File: config.mk
export PLATFORM = sky130hd
export DESIGN_NAME = sarw_cmp_unit
export DESIGN_NICKNAME = d
export VERILOG_FILES = /design/src/sarw_pkg.sv /design/src/sarw_cmp_unit.sv
export SDC_FILE = /design/constraint.sdc
export NUM_CORES = 1
export LEC_CHECK = 0
export BUFFER_PORTS_ARGS = -buffer_cell sky130_fd_sc_hd__buf_2
export CAP_MARGIN = 25
export CORE_UTILIZATION = 35
export DETAILED_ROUTE_END_ITERATION = 6
export PLACE_DENSITY = 0.72
export SETUP_SLACK_MARGIN = 0.1
export SLEW_MARGIN = 10
export SYNTH_ARGS = -nofsm -noshare
export SYNTH_HDL_FRONTEND = slang
export SYNTH_SLANG_ARGS = --single-unit
File: constraint.sdc
create_clock -name vclk -period 1.3
set_input_delay 0 -clock vclk [all_inputs]
set_output_delay 0 -clock vclk [all_outputs]
set_load 0.02 [all_outputs]
File: src/sarw_pkg.sv
// ----------------------------------------------------------------------------
// sarw_pkg: shared types and constants of the selective ack receiver window
// Holds field widths, stream packing widths, sequencer states and the status
// word of the shared compare unit.
// ----------------------------------------------------------------------------
package sarw_pkg;

    // Field widths of one packet header and one reply.
    localparam int SEQ_W  = 16;
    localparam int CFG_W  = 13;
    localparam int ACK_W  = 13;
    localparam int SACK_W = 12;

    // Stream packing widths, rounded up to whole bytes.
    localparam int IN_TDATA_W  = 24;
    localparam int OUT_TDATA_W = 32;

    // Reset value of the packet count register.
    localparam logic [CFG_W-1:0] TOTAL_RESET = 13'h1000;

    // Sequencer states.
    typedef enum logic [2:0] {
        ST_CLEAR,
        ST_IDLE,
        ST_RANGE,
        ST_CMP,
        ST_WALK_TEST,
        ST_WALK_CHK,
        ST_EMIT
    } sarw_state_t;

    // Status of the shared compare unit.
    typedef struct packed {
        logic lt;
        logic eq;
    } sarw_cmp_t;

endpackage

File: src/sarw_cmp_unit.sv
// ----------------------------------------------------------------------------
// sarw_cmp_unit: shared compare and increment unit
// One magnitude compare and one incrementer, reused by the sequencer for the
// range test, the window test and every step of the advance walk.
// ----------------------------------------------------------------------------
module sarw_cmp_unit #(
    parameter int W = 16
) (
    input  logic [W-1:0]        op_a,
    input  logic [W-1:0]        op_b,
    output sarw_pkg::sarw_cmp_t status,
    output logic [W-1:0]        inc
);
    import sarw_pkg::*;

    // Compare operand A against operand B.
    always_comb
    begin
        status.lt = (op_a < op_b);
        status.eq = (op_a == op_b);
    end

    // Operand A plus one.
    assign inc = op_a + W'(1);

endmodule

Word-level counts from Yosys, hierarchy flattened
Cells that the tools add are included.
W data, S select, Z words.
{"block": "word_totals", "in_bits": 32, "output_inout_bits": 18, "wordCells": 3, "regBits": 0}
{"block": "op_classes", "n_eq_ne": 1, "magnitude_cmp": 1, "add_sub_neg": 1}
{"operator": "$add A16 B1 Y16 const B", "n": 1}
{"operator": "$eq A16 B16 Y1", "n": 1}
{"operator": "$lt A16 B16 Y1", "n": 1}

Depth between registers and ports, before layout
{"block": "logic_depth", "word_depth": 1, "mapped_depth": 6, "depth_no_buf": 6}

Worst setup path before layout
Ideal clock, no wire load.
{"block": "synth_timing", "kind": "in2out", "from": "input port op_b[14]", "to": "output port status[1] (netlist bit)", "required_time_ps": 1300, "path_slack_ps": -49, "n_path_buf": 0, "arrival_ps": 1349, "cell_stages": 6, "cell_sequence": "inv_1 ha_1 a21oi_1 nand2_1 a221o_1 nor3_1"}
{"element": "start, declared", "line_no": "sarw_cmp_unit.sv:10", "text": "input logic [W-1:0] op_b,"}
{"element": "end, declared", "line_no": "sarw_cmp_unit.sv:11", "text": "output sarw_pkg::sarw_cmp_t status,"}

==> out/qor.yml <==
outcome: "complete, no violations"
via_per_inst: 4.84
antenna_found_initial: 0
ant_nets: 0
p_int_w: 0.000232
cp_cell_sequence: "buf_2 -> ha_4 -> nand4_1 -> nor2_1 -> a221o_1 -> nor3_2 -> buf_4"
finalNetCount: 218
met3_usage: 0
gp_congestion: 0.755
path_delay_family: "simple AND/OR/NAND/NOR gates"
wire_per_inst_um: 12.4
p_per_area_nw_per_um2: 326
cpPeakStageDelay_ns: 0.32
grt_pass1_wl_um: 3190
diodes: 0
wirelength_um: 2380
ys_types: 21
setup_viol_count_final: 0
rows: 15
num_vias: 929
p_total_w: 0.000456
synthDominantCellAreaShare: 0.321
max-vdd-ir-drop_mv: 0.205
synth.area.top_cells: "ha_1 (32%), xnor2_1 (11%), inv_1 (9.6%)"
p_sw_frac: 0.492
netlist_area_um2: 663
die_x_um: 45.5
post-route-period-util: 0.989
worst_setup_path_end_kind: "output pin"
seq_cells: 0
fmax_mhz: 777
synth_warnings: 0
hold_class: "input port to output pin"
first_pass_iters: 4
grt_max_degree: 6
drv_slew: 0
use_met1: 0.222
p_leak_nw: 0.709
p_comb_frac: 1.000
use_met2: 0.451
min_from: "op_a[0]"
critical_path.startpoint_type: "input port"
n_clock_buffer: 0
pre_cts_ws_ns: -0.148
num_io_pins: 50
initial_utilization: 0.380
initialDrtViolationCount: 15
grt_util_all_layers: 0.206
core-area_um2: 1750
numPortBuffers: 50
crit_path_max_fanout: 4
p_sw_w: 0.000224
cp_slowest_cell: "a221o_1"
postSynthCellCount: 92
busiest_layer: "met2"
drc: 0
seqPwrFrac: 0
min_period_ns: 1.29
path_class: "input port to output pin"
synth_area_leader_cell: "ha_1"
dp.final_hpwl_um: 1640
crit_path_start: "op_a[14]"
grt_pass1_vias: 828
holdBufCountCts: 0
die_y_um: 45.5
hold_viol_final: 0
syn_area_per_cell_um2: 7.21
gr-total-overflow: 0
clkPwrFrac: 0
path_buf_inv: 2
layout_setup_ws_ns: 0.0137
layout.area.seq_um2: 0
worstPathArrival_ns: 1.29
maxCapViolCount: 0
rsz0062_at_grt: "yes"
max_slew.worst_pin.slew_ns: 0.313
drive_above_1_share: 0.629
critPathRequiredTime_ns: 1.30
maxSlewHeadroom: 0.790
yosysSeqAreaShare: 0
syn_nets: 141
dieArea_um2: 2070
syn2layout_area_growth_pct: 111
-- synth_stat cells (all sizes together) --
master and number:
ha 17, inv 17, nand3 8, xnor2 8, nand2 7, a21oi 6
nand4 6, xor2 6, nor2 4, nor3 3, and3 2, nor4 2
a2111oi 1, a21o 1, a221o 1, nor2b 1, o211ai 1, o21ai 1
-- final timing paths --
| check | end | slack, ns | cells past startpoint |
|---|---|---|---|
| worst max-delay path | status[1] | 0.01 | 7 |
| worst min-delay path | inc[0] | 0.31 | 3 |
-- cells by family after synthesis --
group                      count (synthesis)  share of synthesized area
and+or+nand+nor                           33                      0.294
AOI/OAI and AO/OA                         11                      0.104
xor gates and xnor gates                  14                      0.185
buffers and inverters                     17                     0.0962
adders and majority gates                 17                      0.321
-- final cells by class --
cell class | count | area (um^2)
Tap cell | 25 | 31.3
Inverter | 17 | 63.8
Multi-Input combinational cell | 75 | 786
Timing Repair Buffer | 75 | 517
Fill cell | 110 | 348
-- layer usage --
layer | wire, um | vias to the layer above
li1 | - | 474
met1 | 943 | 420
met2 | 1330 | 33
met3 | 88 | 2
met4 | 21 | 0
met5 | 0 | -
-- per-stage QoR --
step                TNS, ns   util  cell area (um^2)  instances  hold WS (ns)
floorplan                 0      -               674         92        0.0864
global placement    -0.0539  0.642              1120        189         0.313
detailed placement   -0.148  0.642              1120        189         0.334
CTS                       0  0.736              1280        192         0.309
global route        -0.0699  0.801              1400        192         0.332
finish                    0  0.801              1400        192         0.306
-- tightest hold or removal path, stage by stage --
cell and delay, ns:
buf_4 0.10, inv_1 0.05, buf_2 0.15
-- power groups by stage --
| stage | logic [W] | clock network (W) | registers, W |
|---|---|---|---|
| after floorplan | 0.000178 | 0 | 0 |
| after global placement | 0.000346 | 0 | 0 |
| after detailed placement | 0.000353 | 0 | 0 |
| after CTS | 0.000407 | 0 | 0 |
| after global routing | 0.000497 | 0 | 0 |
| final | 0.000456 | 0 | 0 |
-- cells in the final DEF, fill, tap and decap left out --
| cell | n |
|---|---|
| buf_4 | 35 |
| buf_2 | 32 |
| ha_4 | 10 |
| inv_1 | 9 |
| inv_2 | 8 |
| xnor2_1 | 8 |
| nand2_1 | 7 |
| buf_6 | 7 |
| nand4_1 | 6 |
| nand3_1 | 6 |
| xor2_1 | 6 |
| ha_1 | 6 |
| a21oi_1 | 5 |
| nor4_4 | 2 |
| and3_1 | 2 |
| nor3_2 | 2 |
| nor2_1 | 2 |
| nand3_2 | 1 |
| nand3_4 | 1 |
| nor3_4 | 1 |
| nor2_4 | 1 |
| nor2_2 | 1 |
| a21oi_2 | 1 |
| o21ai_1 | 1 |
| a221o_1 | 1 |
| nor2b_1 | 1 |
| o211ai_1 | 1 |
| a2111oi_2 | 1 |
| a21o_1 | 1 |
| ha_2 | 1 |
| buf_8 | 1 |
-- repair_timing --
item / CTS / global route
endpoints found under the setup margin: 4 / 10
resized for setup: 19 / 32
setup buffers: 3 / 0
pin swaps: 12 / 14
Power figures use the tool's default switching activity.
